**src/rtl/mcle_pkg.sv**
```systemverilog
`timescale 1ns / 1ps
`default_nettype none
// ----------------------------------------------------------------------------
// mcle_pkg
// Shared types, character constants and the letter pattern table of the
// morse light encoder.
// ----------------------------------------------------------------------------
package mcle_pkg;

  localparam int unsigned CharW = 8;
  localparam int unsigned DurW  = 16;
  localparam int unsigned IdxW  = 2;

  // register indexes on the configuration channel
  localparam logic [IdxW-1:0] CFG_DOT   = 2'd0;
  localparam logic [IdxW-1:0] CFG_DASH  = 2'd1;
  localparam logic [IdxW-1:0] CFG_SPACE = 2'd2;

  localparam logic [DurW-1:0] DOT_RESET   = 16'd200;
  localparam logic [DurW-1:0] DASH_RESET  = 16'd600;
  localparam logic [DurW-1:0] SPACE_RESET = 16'd1400;

  localparam logic [CharW-1:0] CHAR_SPACE  = 8'h20;
  localparam logic [CharW-1:0] CHAR_UA     = 8'h41;
  localparam logic [CharW-1:0] CHAR_UZ     = 8'h5A;
  localparam logic [CharW-1:0] CHAR_LA     = 8'h61;
  localparam logic [CharW-1:0] CHAR_LZ     = 8'h7A;
  localparam logic [CharW-1:0] CASE_OFFSET = 8'h20;

  localparam logic [2:0] MAX_ELEMS = 3'd4;

  typedef enum logic [1:0] {
    S_IDLE,
    S_LIT,
    S_GAP,
    S_SPACE
  } mcle_state_t;

  typedef enum logic [1:0] {
    SEG_NONE,
    SEG_LIT,
    SEG_GAP,
    SEG_SPACE
  } mcle_seg_t;

  typedef struct packed {
    logic      load;
    logic      shift;
    mcle_seg_t seg;
  } mcle_cmd_t;

  typedef struct packed {
    logic is_space;
    logic is_letter;
    logic last_elem;
  } mcle_sts_t;

  // bits 7..4 elements (first in bit 7, 1 = dash), bits 3..0 element count
  function automatic logic [7:0] letter_code(input logic [4:0] idx);
    logic [7:0] code;
    case (idx)
      5'd0:    code = 8'h42;
      5'd1:    code = 8'h84;
      5'd2:    code = 8'hA4;
      5'd3:    code = 8'h83;
      5'd4:    code = 8'h01;
      5'd5:    code = 8'h24;
      5'd6:    code = 8'hC3;
      5'd7:    code = 8'h04;
      5'd8:    code = 8'h02;
      5'd9:    code = 8'h74;
      5'd10:   code = 8'hA3;
      5'd11:   code = 8'h44;
      5'd12:   code = 8'hC2;
      5'd13:   code = 8'h82;
      5'd14:   code = 8'hE3;
      5'd15:   code = 8'h64;
      5'd16:   code = 8'hD4;
      5'd17:   code = 8'h43;
      5'd18:   code = 8'h03;
      5'd19:   code = 8'h81; // single dash
      5'd20:   code = 8'h23;
      5'd21:   code = 8'h14;
      5'd22:   code = 8'h63;
      5'd23:   code = 8'h94;
      5'd24:   code = 8'hB4;
      5'd25:   code = 8'hC4;
      default: code = 8'h00;
    endcase
    return code;
  endfunction

endpackage
`default_nettype wire

```
**src/rtl/mcle_ifs.sv**
```systemverilog
`timescale 1ns / 1ps
`default_nettype none
// ----------------------------------------------------------------------------
// mcle channel interfaces
// Valid/ready channels for characters, light segments and register writes.
// ----------------------------------------------------------------------------
interface mcle_char_if;
  logic       valid;
  logic       ready;
  logic [7:0] char_code;
  modport source (output valid, output char_code, input ready);
  modport sink   (input valid, input char_code, output ready);
endinterface

interface mcle_seg_if;
  logic        valid;
  logic        ready;
  logic        light_on;
  logic [15:0] duration;
  logic        last;
  modport source (output valid, output light_on, output duration, output last, input ready);
  modport sink   (input valid, input light_on, input duration, input last, output ready);
endinterface

interface mcle_cfg_if;
  logic        valid;
  logic        ready;
  logic [1:0]  index;
  logic [15:0] data;
  modport source (output valid, output index, output data, input ready);
  modport sink   (input valid, input index, input data, output ready);
endinterface
`default_nettype wire

```
**src/rtl/mcle_ctrl.sv**
```systemverilog
`timescale 1ns / 1ps
`default_nettype none
// ----------------------------------------------------------------------------
// mcle_ctrl
// Sequencer: walks a character through its lit and dark segments.
// ----------------------------------------------------------------------------
module mcle_ctrl
  import mcle_pkg::*;
(
  input  wire logic      clk,
  input  wire logic      rst_n,
  input  wire logic      in_valid,
  output logic           in_ready,
  output logic           out_valid,
  input  wire logic      out_ready,
  input  wire mcle_sts_t sts,
  output mcle_cmd_t      cmd
);

  mcle_state_t state_r, state_nxt;

  always_ff @(posedge clk) begin
    if (!rst_n) begin
      state_r <= S_IDLE;
    end else begin
      state_r <= state_nxt;
    end
  end

  always_comb begin
    state_nxt = state_r;
    in_ready  = 1'b0;
    out_valid = 1'b0;
    cmd.load  = 1'b0;
    cmd.shift = 1'b0;
    cmd.seg   = SEG_NONE;
    case (state_r)
      S_IDLE: begin
        in_ready = 1'b1;
        if (in_valid) begin
          cmd.load = 1'b1;
          if (sts.is_space) begin
            state_nxt = S_SPACE;
          end else if (sts.is_letter) begin
            state_nxt = S_LIT;
          end
        end
      end
      S_LIT: begin
        out_valid = 1'b1;
        cmd.seg   = SEG_LIT;
        if (out_ready) begin
          state_nxt = S_GAP;
        end
      end
      S_GAP: begin
        out_valid = 1'b1;
        cmd.seg   = SEG_GAP;
        if (out_ready) begin
          cmd.shift = 1'b1;
          state_nxt = sts.last_elem ? S_IDLE : S_LIT;
        end
      end
      S_SPACE: begin
        out_valid = 1'b1;
        cmd.seg   = SEG_SPACE;
        if (out_ready) begin
          state_nxt = S_IDLE;
        end
      end
      default: begin
        state_nxt = S_IDLE;
      end
    endcase
  end

  a_no_overlap: assert property (@(posedge clk) disable iff (!rst_n)
    !(in_ready && out_valid))
    else $error("new character taken while a segment is pending");

  a_lit_then_gap: assert property (@(posedge clk) disable iff (!rst_n)
    (state_r == S_LIT) && out_ready |=> state_r == S_GAP)
    else $error("lit segment not followed by its gap");

  a_last_gap_ends: assert property (@(posedge clk) disable iff (!rst_n)
    (state_r == S_GAP) && out_ready && sts.last_elem |=> state_r == S_IDLE)
    else $error("final gap did not end the character");

  a_space_ends: assert property (@(posedge clk) disable iff (!rst_n)
    (state_r == S_SPACE) && out_ready |=> state_r == S_IDLE)
    else $error("space segment did not end the character");

endmodule
`default_nettype wire

```
**src/rtl/mcle_dp.sv**
```systemverilog
`timescale 1ns / 1ps
`default_nettype none
// ----------------------------------------------------------------------------
// mcle_dp
// Datapath: timing registers, character decode, pattern shifter and
// segment payload.
// ----------------------------------------------------------------------------
module mcle_dp
  import mcle_pkg::*;
(
  input  wire logic              clk,
  input  wire logic              rst_n,
  input  wire logic [CharW-1:0]  in_char_code,
  input  wire logic              cfg_we,
  input  wire logic [IdxW-1:0]   cfg_index,
  input  wire logic [DurW-1:0]   cfg_data,
  input  wire mcle_cmd_t         cmd,
  output mcle_sts_t              sts,
  output logic                   out_light_on,
  output logic [DurW-1:0]        out_duration,
  output logic                   out_last
);

  logic [DurW-1:0]  dot_len_r, dash_len_r, space_len_r;
  logic [3:0]       pat_r;
  logic [2:0]       cnt_r;
  logic [CharW-1:0] upper;
  logic [CharW-1:0] offs;
  logic [7:0]       code;
  logic [2:0]       len;

  always_ff @(posedge clk) begin
    if (!rst_n) begin
      dot_len_r   <= DOT_RESET;
      dash_len_r  <= DASH_RESET;
      space_len_r <= SPACE_RESET;
    end else if (cfg_we) begin
      case (cfg_index)
        CFG_DOT:   dot_len_r   <= cfg_data;
        CFG_DASH:  dash_len_r  <= cfg_data;
        CFG_SPACE: space_len_r <= cfg_data;
        default:   ;
      endcase
    end
  end

  // fold lower case, then look up the pattern
  always_comb begin
    upper = in_char_code;
    if (in_char_code >= CHAR_LA && in_char_code <= CHAR_LZ) begin
      upper = in_char_code - CASE_OFFSET;
    end
    offs = upper - CHAR_UA;
    code = letter_code(offs[4:0]);
    len  = (code[3:0] > {1'b0, MAX_ELEMS}) ? MAX_ELEMS : code[2:0];
    sts.is_space  = (upper == CHAR_SPACE);
    sts.is_letter = (upper >= CHAR_UA) && (upper <= CHAR_UZ) && (len != 3'd0);
    sts.last_elem = (cnt_r == 3'd1);
  end

  always_ff @(posedge clk) begin
    if (cmd.load) begin
      pat_r <= code[7:4];
      cnt_r <= len;
    end else if (cmd.shift) begin
      pat_r <= {pat_r[2:0], 1'b0};
      cnt_r <= cnt_r - 3'd1;
    end
  end

  always_comb begin
    out_light_on = (cmd.seg == SEG_LIT);
    out_last     = (cmd.seg == SEG_SPACE) || ((cmd.seg == SEG_GAP) && (cnt_r == 3'd1));
    case (cmd.seg)
      SEG_LIT:   out_duration = pat_r[3] ? dash_len_r : dot_len_r;
      SEG_GAP:   out_duration = dash_len_r;
      SEG_SPACE: out_duration = space_len_r;
      default:   out_duration = '0;
    endcase
  end

endmodule
`default_nettype wire

```
**src/rtl/morse_code_light_encoder_core.sv**
```systemverilog
`timescale 1ns / 1ps
`default_nettype none
// ----------------------------------------------------------------------------
// morse_code_light_encoder_core
// Turns characters into a stream of timed lamp segments.
// ----------------------------------------------------------------------------
// Usage:
//   in_if   : one ASCII character per request. Letters of either case give a
//             lit segment (dot or dash length) and a dark gap of dash length
//             per element; space gives one dark segment; anything else
//             gives nothing.
//   out_if  : one segment per request: light_on, duration, last. last marks
//             the final segment of a character.
//   cfg_if  : register writes, index 0 dot, 1 dash, 2 space length; always
//             ready, other indexes ignored. Write only while idle.
// Timing: a character is taken while idle and its first segment is offered
//   from the next cycle, one segment per cycle while out_if is ready. The
//   sequencer holds one character at a time, so in_if.ready drops until the
//   last segment has been taken.
// Stall: a segment is held unchanged until out_if.ready.
// Reset: sequencer back to idle, lengths back to 200, 600 and 1400.
// ----------------------------------------------------------------------------
module morse_code_light_encoder_core
  import mcle_pkg::*;
(
  input  wire logic clk,
  input  wire logic rst_n,
  mcle_char_if.sink in_if,
  mcle_seg_if.source out_if,
  mcle_cfg_if.sink  cfg_if
);

  mcle_cmd_t cmd;
  mcle_sts_t sts;

  assign cfg_if.ready = 1'b1;

  mcle_ctrl u_ctrl (
    .clk       (clk),
    .rst_n     (rst_n),
    .in_valid  (in_if.valid),
    .in_ready  (in_if.ready),
    .out_valid (out_if.valid),
    .out_ready (out_if.ready),
    .sts       (sts),
    .cmd       (cmd)
  );

  mcle_dp u_dp (
    .clk          (clk),
    .rst_n        (rst_n),
    .in_char_code (in_if.char_code),
    .cfg_we       (cfg_if.valid),
    .cfg_index    (cfg_if.index),
    .cfg_data     (cfg_if.data),
    .cmd          (cmd),
    .sts          (sts),
    .out_light_on (out_if.light_on),
    .out_duration (out_if.duration),
    .out_last     (out_if.last)
  );

endmodule
`default_nettype wire
```
**src/flat_wrapper.sv**
```systemverilog
// flat-port wrapper written by rule: the top's interface ports become plain ports
module morse_code_light_encoder_core_flat import mcle_pkg::*;
  (clk, rst_n, in_if_valid, in_if_char_code, in_if_ready, out_if_valid, out_if_light_on, out_if_duration, out_if_last, out_if_ready, cfg_if_valid, cfg_if_index, cfg_if_data, cfg_if_ready);
  mcle_char_if in_if_i ();
  mcle_seg_if out_if_i ();
  mcle_cfg_if cfg_if_i ();
  input  wire logic clk;
  input  wire logic rst_n;
  input wire logic [$bits(in_if_i.valid)-1:0] in_if_valid;
  input wire logic [$bits(in_if_i.char_code)-1:0] in_if_char_code;
  output wire logic [$bits(in_if_i.ready)-1:0] in_if_ready;
  output wire logic [$bits(out_if_i.valid)-1:0] out_if_valid;
  output wire logic [$bits(out_if_i.light_on)-1:0] out_if_light_on;
  output wire logic [$bits(out_if_i.duration)-1:0] out_if_duration;
  output wire logic [$bits(out_if_i.last)-1:0] out_if_last;
  input wire logic [$bits(out_if_i.ready)-1:0] out_if_ready;
  input wire logic [$bits(cfg_if_i.valid)-1:0] cfg_if_valid;
  input wire logic [$bits(cfg_if_i.index)-1:0] cfg_if_index;
  input wire logic [$bits(cfg_if_i.data)-1:0] cfg_if_data;
  output wire logic [$bits(cfg_if_i.ready)-1:0] cfg_if_ready;
  assign in_if_i.valid = in_if_valid;
  assign in_if_i.char_code = in_if_char_code;
  assign in_if_ready = in_if_i.ready;
  assign out_if_valid = out_if_i.valid;
  assign out_if_light_on = out_if_i.light_on;
  assign out_if_duration = out_if_i.duration;
  assign out_if_last = out_if_i.last;
  assign out_if_i.ready = out_if_ready;
  assign cfg_if_i.valid = cfg_if_valid;
  assign cfg_if_i.index = cfg_if_index;
  assign cfg_if_i.data = cfg_if_data;
  assign cfg_if_ready = cfg_if_i.ready;
  morse_code_light_encoder_core u_core (.clk(clk), .rst_n(rst_n), .in_if(in_if_i), .out_if(out_if_i), .cfg_if(cfg_if_i));
endmodule
```
**config.mk**
```make
export PLATFORM = sky130hd
export DESIGN_NAME = morse_code_light_encoder_core_flat
export DESIGN_NICKNAME = d
export VERILOG_FILES = /design/src/rtl/mcle_pkg.sv /design/src/rtl/mcle_ifs.sv /design/src/rtl/mcle_ctrl.sv /design/src/rtl/mcle_dp.sv /design/src/rtl/morse_code_light_encoder_core.sv /design/src/flat_wrapper.sv
export SDC_FILE = /design/constraint.sdc
export NUM_CORES = 1
export LEC_CHECK = 0
export ABC_AREA = 1
export BUFFER_PORTS_ARGS = -buffer_cell sky130_fd_sc_hd__buf_2
export CAP_MARGIN = 20
export CORE_AREA = 2 2 69 119
export DETAILED_ROUTE_END_ITERATION = 10
export DIE_AREA = 0 0 71 121
export HOLD_SLACK_MARGIN = 0.1
export SLEW_MARGIN = 15
export SYNTH_ARGS = -nofsm -noshare
export SYNTH_HDL_FRONTEND = slang
export SYNTH_HIERARCHICAL = 1
export SYNTH_SLANG_ARGS = --single-unit
export TNS_END_PERCENT = 5
```
**constraint.sdc**
```tcl
create_clock -name clk -period 3.6 [get_ports clk]
set_input_delay 0.36 -clock clk [delete_from_list [all_inputs] [get_ports clk]]
set_output_delay 0.36 -clock clk [all_outputs]
set_load 0.005 [all_outputs]
```
==> results of run 1 <==
[synthesized netlist by cell type (2+ instances only)]
cell type / n / area share
nand2_1: 83 / 0.094
ha_1: 9 / 0.034
nor2_2: 3 / 0.0056
nor3_1: 2 / 0.0030
o21bai_1: 2 / 0.0045
o211ai_1: 30 / 0.068
nand3_2: 4 / 0.012
nand2_2: 13 / 0.024
inv_2: 4 / 0.0045
nand2_4: 6 / 0.020
o221ai_1: 10 / 0.026
nand4_1: 2 / 0.0038
nor2_1: 40 / 0.045
o21ai_0: 47 / 0.071
dfxtp_1: 50 / 0.30
a21oi_1: 29 / 0.044
buf_2: 3 / 0.0045
clkbuf_1: 19 / 0.021
nor3_2: 2 / 0.0060
edfxtp_1: 7 / 0.063
nand3_1: 31 / 0.047
inv_1: 57 / 0.064
[worst reg2reg max path: cells and delay by family (launching register included)]
kind | cells | cell delay [ns]
simple gates | 3 | 0.61
buf+inv | 1 | 0.14
flops | 1 | 0.65
[through the flow]
stage	worst slack, ns	power (µW)
4_1_cts	1.03	1830
5_1_grt	0.912	1910
6_report	1.07	1820
3_5_place_dp	1.10	1070
3_3_place_gp	1.16	1060
2_1_floorplan	1.60	965
[per-layer routing]
metal  part of all wire  GRT usage
met5                  0          0
met4              0.037      0.114
met3              0.045     0.0407
met2               0.53      0.372
met1               0.39      0.221
[kinds of logic after synthesis]
| kind of cell | after synthesis | share of synthesized area |
|---|---|---|
| simple gates | 191 | 0.275 |
| compound gates | 121 | 0.219 |
| buf+inv | 86 | 0.105 |
| flops | 57 | 0.364 |
| fa+ha+maj | 9 | 0.0338 |
| xor+xnor | 1 | 0.00263 |
| other cells | 1 | 0.00113 |
[final timing paths]
check	startpoint	endpoint	slack, ns	cells past startpoint
setup / recovery	u_core/u_ctrl/state_r[0]	out_if_duration[13]	1.07	6
hold reg to reg	u_core/u_dp/space_len_r[7]	u_core/u_dp/space_len_r[7]	0.45	2
setup reg to reg	u_core/u_ctrl/state_r[1]	u_core/u_dp/cnt_r[0]	1.93	4
hold / removal	cfg_if_data[4]	u_core/u_dp/space_len_r[4]	0.27	3
[flip-flops by register name, indices dropped and copies added (netlist names)]
name                     cells
u_core/u_dp/dot_len_r       16
u_core/u_dp/pat_r            4
u_core/u_dp/space_len_r     16
u_core/u_dp/cnt_r            3
u_core/u_dp/dash_len_r      16
u_core/u_ctrl/state_r        2
[power by group]
part	switching (µW)	internal [µW]	total, µW
clock network	264	498	762
registers	41.5	697	738
logic	197	118	315
total	502	1310	1820
[cell type report]
cell class | count | area, µm² | share of cell area
Inverter | 61 | 229 | 0.0593
Tap cell | 88 | 110 | 0.0285
Multi-Input combinational cell | 323 | 1770 | 0.458
Timing Repair Buffer | 53 | 273 | 0.0707
Clock buffer | 15 | 268 | 0.0694
Sequential cell | 57 | 1210 | 0.314
[layout by cell type (no fill, tap or decap), types with 3 or more instances in the layout]
master | netlist | final
inv_1 | 57 | 57
ha_1 | 9 | 9
nand3_2 | 4 | 4
nor2_2 | 3 | 3
buf_4 | 1 | 3
buf_2 | 3 | 50
o211ai_1 | 30 | 30
dfxtp_1 | 50 | 50
inv_2 | 4 | 4
edfxtp_1 | 7 | 7
a21oi_1 | 29 | 29
clkbuf_16 | 0 | 9
nand3_1 | 31 | 31
o21ai_0 | 47 | 47
nand2_1 | 83 | 83
clkbuf_1 | 19 | 4
o221ai_1 | 10 | 10
nor2_1 | 40 | 40
nand2_2 | 13 | 13
nand2_4 | 6 | 6
==> flow_summary_export.csv, run 1 <==
group,metric,value,unit
synthesis,syn_avg_cell_area,7.14,µm²
timing,relSlewSlack,0.296,
placement,port-buffer-count,50,
clock_tree,postCtsResizedCells,0,
setup_path,required,3.24,ns
timing,finalCriticalPeriod,2.53,ns
drt,route.detailed.drc,0,
synthesis,synthCells,466,
run_status,status,"finished, final reports clean",
power,pwr_density_cell,470,nW/µm²
placement,gp_congestion,0.893,
global_routing,overflow,0,
die,die_y,121,µm
global_routing,antenna_found_initial,0,
clock_tree,cts_tree,"yes",
die,ios,52,
drt,route.vias.total,3169,
final_layout,synthToLayoutAreaGrowth,15.9,%
clock_tree,clk_latency,0.32,ns
placement,place_area,3590,µm²
final_layout,fin_nets,545,
setup_path,cp.buffers_inverters,3,
synthesis,synth_cell_types,35,
power,leakagePower,0.00181,µW
timing,fmax,396,MHz
setup_path,cpMaxStageDelayCell,"dfxtp_1",
min_path,worst_hold_path_type,"input port to register",
timing,finalHoldViolCount,0,
setup_path,crit_family,"flip-flops",
timing,rsz0062_at_grt,"false",
clock_tree,cts_root_buf,"clkbuf_16",
timing,post-route-period-util,0.702,
synthesis,synth_area,3330,µm²
final_layout,stdcell_area,3860,µm²
synthesis,seq_area_frac_synth,0.364,
setup_path,arrival,2.17,ns
clock_tree,holdBufCountCts,0,
die,num_rows,42,
timing,drv_slew,0,
timing,setup_viol,0,
synthesis,yosys_register_bits,57,
die,initial_utilization,0.437,
final_layout,instances_no_fill,597,
setup_path,end_kind,"output port",
flow_run,maxCapViolations,0,
drt,wl_per_cell,14.1,µm
clock_tree,clk_path_buf_depth,2,
setup_path,start_kind,"register",
final_layout,drive_gt1_frac,0.196,
timing,hold_slack,0.274,ns
setup_path,slowest_delay,0.63,ns
setup_path,crit_fanout,13,
die,core-area,7620,µm²
synthesis,ys.warnings.count,6,
die,die_area,8590,µm²
timing,worst_pin_slew,1.06,ns
drt,wirelength,8420,µm
drt,postRouteAntennaNets,0,
final_layout,antenna_cells,0,
global_routing,track_usage,0.207,
drt,viasPerCell,5.31,
drt,drt_iter0_markers,162,
synthesis,synth_edf_count,7,
placement,dpl.hpwl,5960,µm
clock_tree,path_clk_slew,0.05,ns
drt,drt_pass1_iterations,5,
global_routing,grt_pass1_wl,14100,µm
clock_tree,htree_num_levels,3,
synthesis,ys.flop_type,"dfxtp_1",
final_layout,fin_util,0.507,
timing,clock_skew,0.00500,ns
setup_path,crit_chain,"inv_1 -> nor2_1 -> buf_4 -> o211ai_1 -> o221ai_1 -> buf_2",
global_routing,grt_pass1_vias,3047,
setup_path,path_class,"register to output port",
power,ir_worst_vdd,248,µV
die,die_x,71,µm
timing,finalSetupTns,0,ns
final_layout,nFillCells,778,
clock_tree,postCtsSetupBuffers,0,
global_routing,grt_start_max_net_pins,51,
placement,place_inst,582,
clock_tree,numCtsBuffers,9,
synthesis,syn_nets,506,
synthesis,synth_async_sr_flop_share,0,
clock_tree,clkSinkCount,57,
Note: power is estimated with default switching activity, not from simulation.
==> run 2: changes to the inputs <==
PLACE_DENSITY = 0.66   (was unset)
clock period = 2.2 ns   (was 3.6 ns; I/O delays follow)
==> flow_summary_export.csv, run 2 (synthesis results as in run 1) <==
group,metric,value,unit
die,num_rows,42,
drt,drt_iter0_markers,284,
min_path,worst_hold_path_type,"input port to register",
global_routing,grt_pass1_vias,3072,
timing,post-route-period-util,0.942,
clock_tree,clk_path_buf_depth,2,
drt,route.vias.total,3255,
final_layout,multi_input_area,1770,µm²
setup_path,path_depth,3,
clock_tree,cts_root_buf,"clkbuf_16",
setup_path,required,1.98,ns
clock_tree,clk_latency,0.33,ns
drt,route.detailed.drc,0,
die,die_y,121,µm
setup_path,slowest_delay,0.71,ns
setup_path,cp.buffers_inverters,1,
power,ir_worst_vdd,489,µV
clock_tree,htree_num_levels,3,
die,die_x,71,µm
setup_path,cpMaxStageDelayCell,"dfxtp_1",
setup_path,crit_family,"flip-flops",
final_layout,mostFrequentLayoutCells,"nand2_1 (82), inv_1 (57), buf_2 (50), dfxtp_1 (50), o21ai_0 (47)",
clock_tree,clkSinkCount,57,
final_layout,drive_gt1_frac,0.225,
clock_tree,cts_tree,"yes",
setup_path,r2r.worst_path.cells,5,
final_layout,antenna_cells,0,
drt,wirelength,8580,µm
final_layout,synthToLayoutAreaGrowth,20.3,%
die,initial_utilization,0.437,
timing,clock_skew,0.00198,ns
drt,drt_pass1_iterations,4,
global_routing,grt_pass1_wl,13900,µm
final_layout,fin_nets,556,
drt,viasPerCell,5.34,
clock_tree,numCtsBuffers,9,
final_layout,nFillCells,739,
setup_path,start_kind,"register",
run_status,status,"finished, final reports clean",
timing,rsz0062_at_grt,"false",
timing,fmax,482,MHz
setup_path,path_class,"register to output port",
timing,relSlewSlack,0.543,
die,ios,52,
power,pwr_density_cell,813,nW/µm²
placement,post-place-ws,0.0481,ns
global_routing,track_usage,0.207,
drt,postRouteAntennaNets,0,
global_routing,grt_start_max_net_pins,45,
timing,worst_pin_slew,0.686,ns
final_layout,ff_latch_area,1210,µm²
min_path,min_path_cells,3,
drt,wl_per_cell,14.1,µm
setup_path,end_kind,"output port",
placement,port-buffer-count,50,
power,leakagePower,0.00190,µW
setup_path,crit_fanout,14,
timing,finalCriticalPeriod,2.07,ns
timing,finalHoldViolCount,0,
global_routing,overflow,0,
die,core-area,7620,µm²
final_layout,reg_top3,"u_core/u_dp/dash_len_r x16, u_core/u_dp/dot_len_r x16, u_core/u_dp/space_len_r x16",
placement,gp_congestion,0.832,
timing,setup_ws,0.127,ns
clock_tree,holdBufCountCts,0,
final_layout,final_common_cell,"nand2_1",
timing,finalSetupTns,0,ns
timing,setup_viol,0,
setup_path,crit_chain,"nand2_2 -> o221ai_1 -> buf_2",
clock_tree,path_clk_slew,0.05,ns
global_routing,antenna_found_initial,0,
timing,drv_slew,0,
die,die_area,8590,µm²
setup_path,arrival,1.85,ns
flow_run,maxCapViolations,0,
placement,dpl.hpwl,6140,µm
run 2: cell count changes in the layout (fill, tap and decap cells not counted), sizes merged:
cell	delta
clkbuf	-4
bufinv	+2
clkinv	+2
inv	+1
buf	+11
run 2: stage by stage:
stage	std cells	cell area [µm²]	hold slack (ns)	util	total power, µW
6_report	609	4010	0.129	0.526	3260
5_1_grt	609	4010	0.126	0.526	3410
4_1_cts	609	4010	0.121	0.526	3290
3_5_place_dp	593	3670	0.447	0.482	1770
3_3_place_gp	593	3670	0.439	0.482	1750
2_1_floorplan	466	3330	0.333	-	1580
run 2: path summary, 6_finish.rpt:
kind	start	end	slack, ns
max	u_core/u_ctrl/state_r[1]	out_if_duration[14]	0.13
min	cfg_if_data[8]	u_core/u_dp/space_len_r[8]	0.13
max reg2reg	u_core/u_ctrl/state_r[0]	u_core/u_dp/cnt_r[2]	0.43
min reg2reg	u_core/u_dp/space_len_r[12]	u_core/u_dp/space_len_r[12]	0.45
run 2: layout make-up:
type	instances	share of cell area
Clock buffer	11	0.0631
Sequential cell	57	0.302
Inverter	61	0.0572
Multi-Input combinational cell	323	0.442
Timing Repair Buffer	64	0.0887
Clock inverter	5	0.0191
Tap cell	88	0.0275
run 2: what timing repair did:
action / CTS / global route
setup buffers: 0 / 0
resized for setup: 1 / 0
endpoints found under the setup margin: 1 / 0
run 2: worst min-delay path, stage by stage:
cell,delay (ns)
buf_2,0.10
nand2_1,0.05
nand3_1,0.05
run 2: where the power goes:
part	total, µW	switching [µW]	internal (µW)
clock	1510	461	1050
combinational	570	358	212
sequential	1180	38.7	1140
total	3260	857	2400
run 2: metal layers:
metal  wire (µm)  share of wire  track usage  vias to the layer above
met3         362          0.042       0.0482                       18
met1        3220           0.38        0.209                     1498
met2        4730           0.55        0.381                       84
met4         269          0.031        0.117                        0
li1            -              -            -                     1655
met5           0              0            0                        -
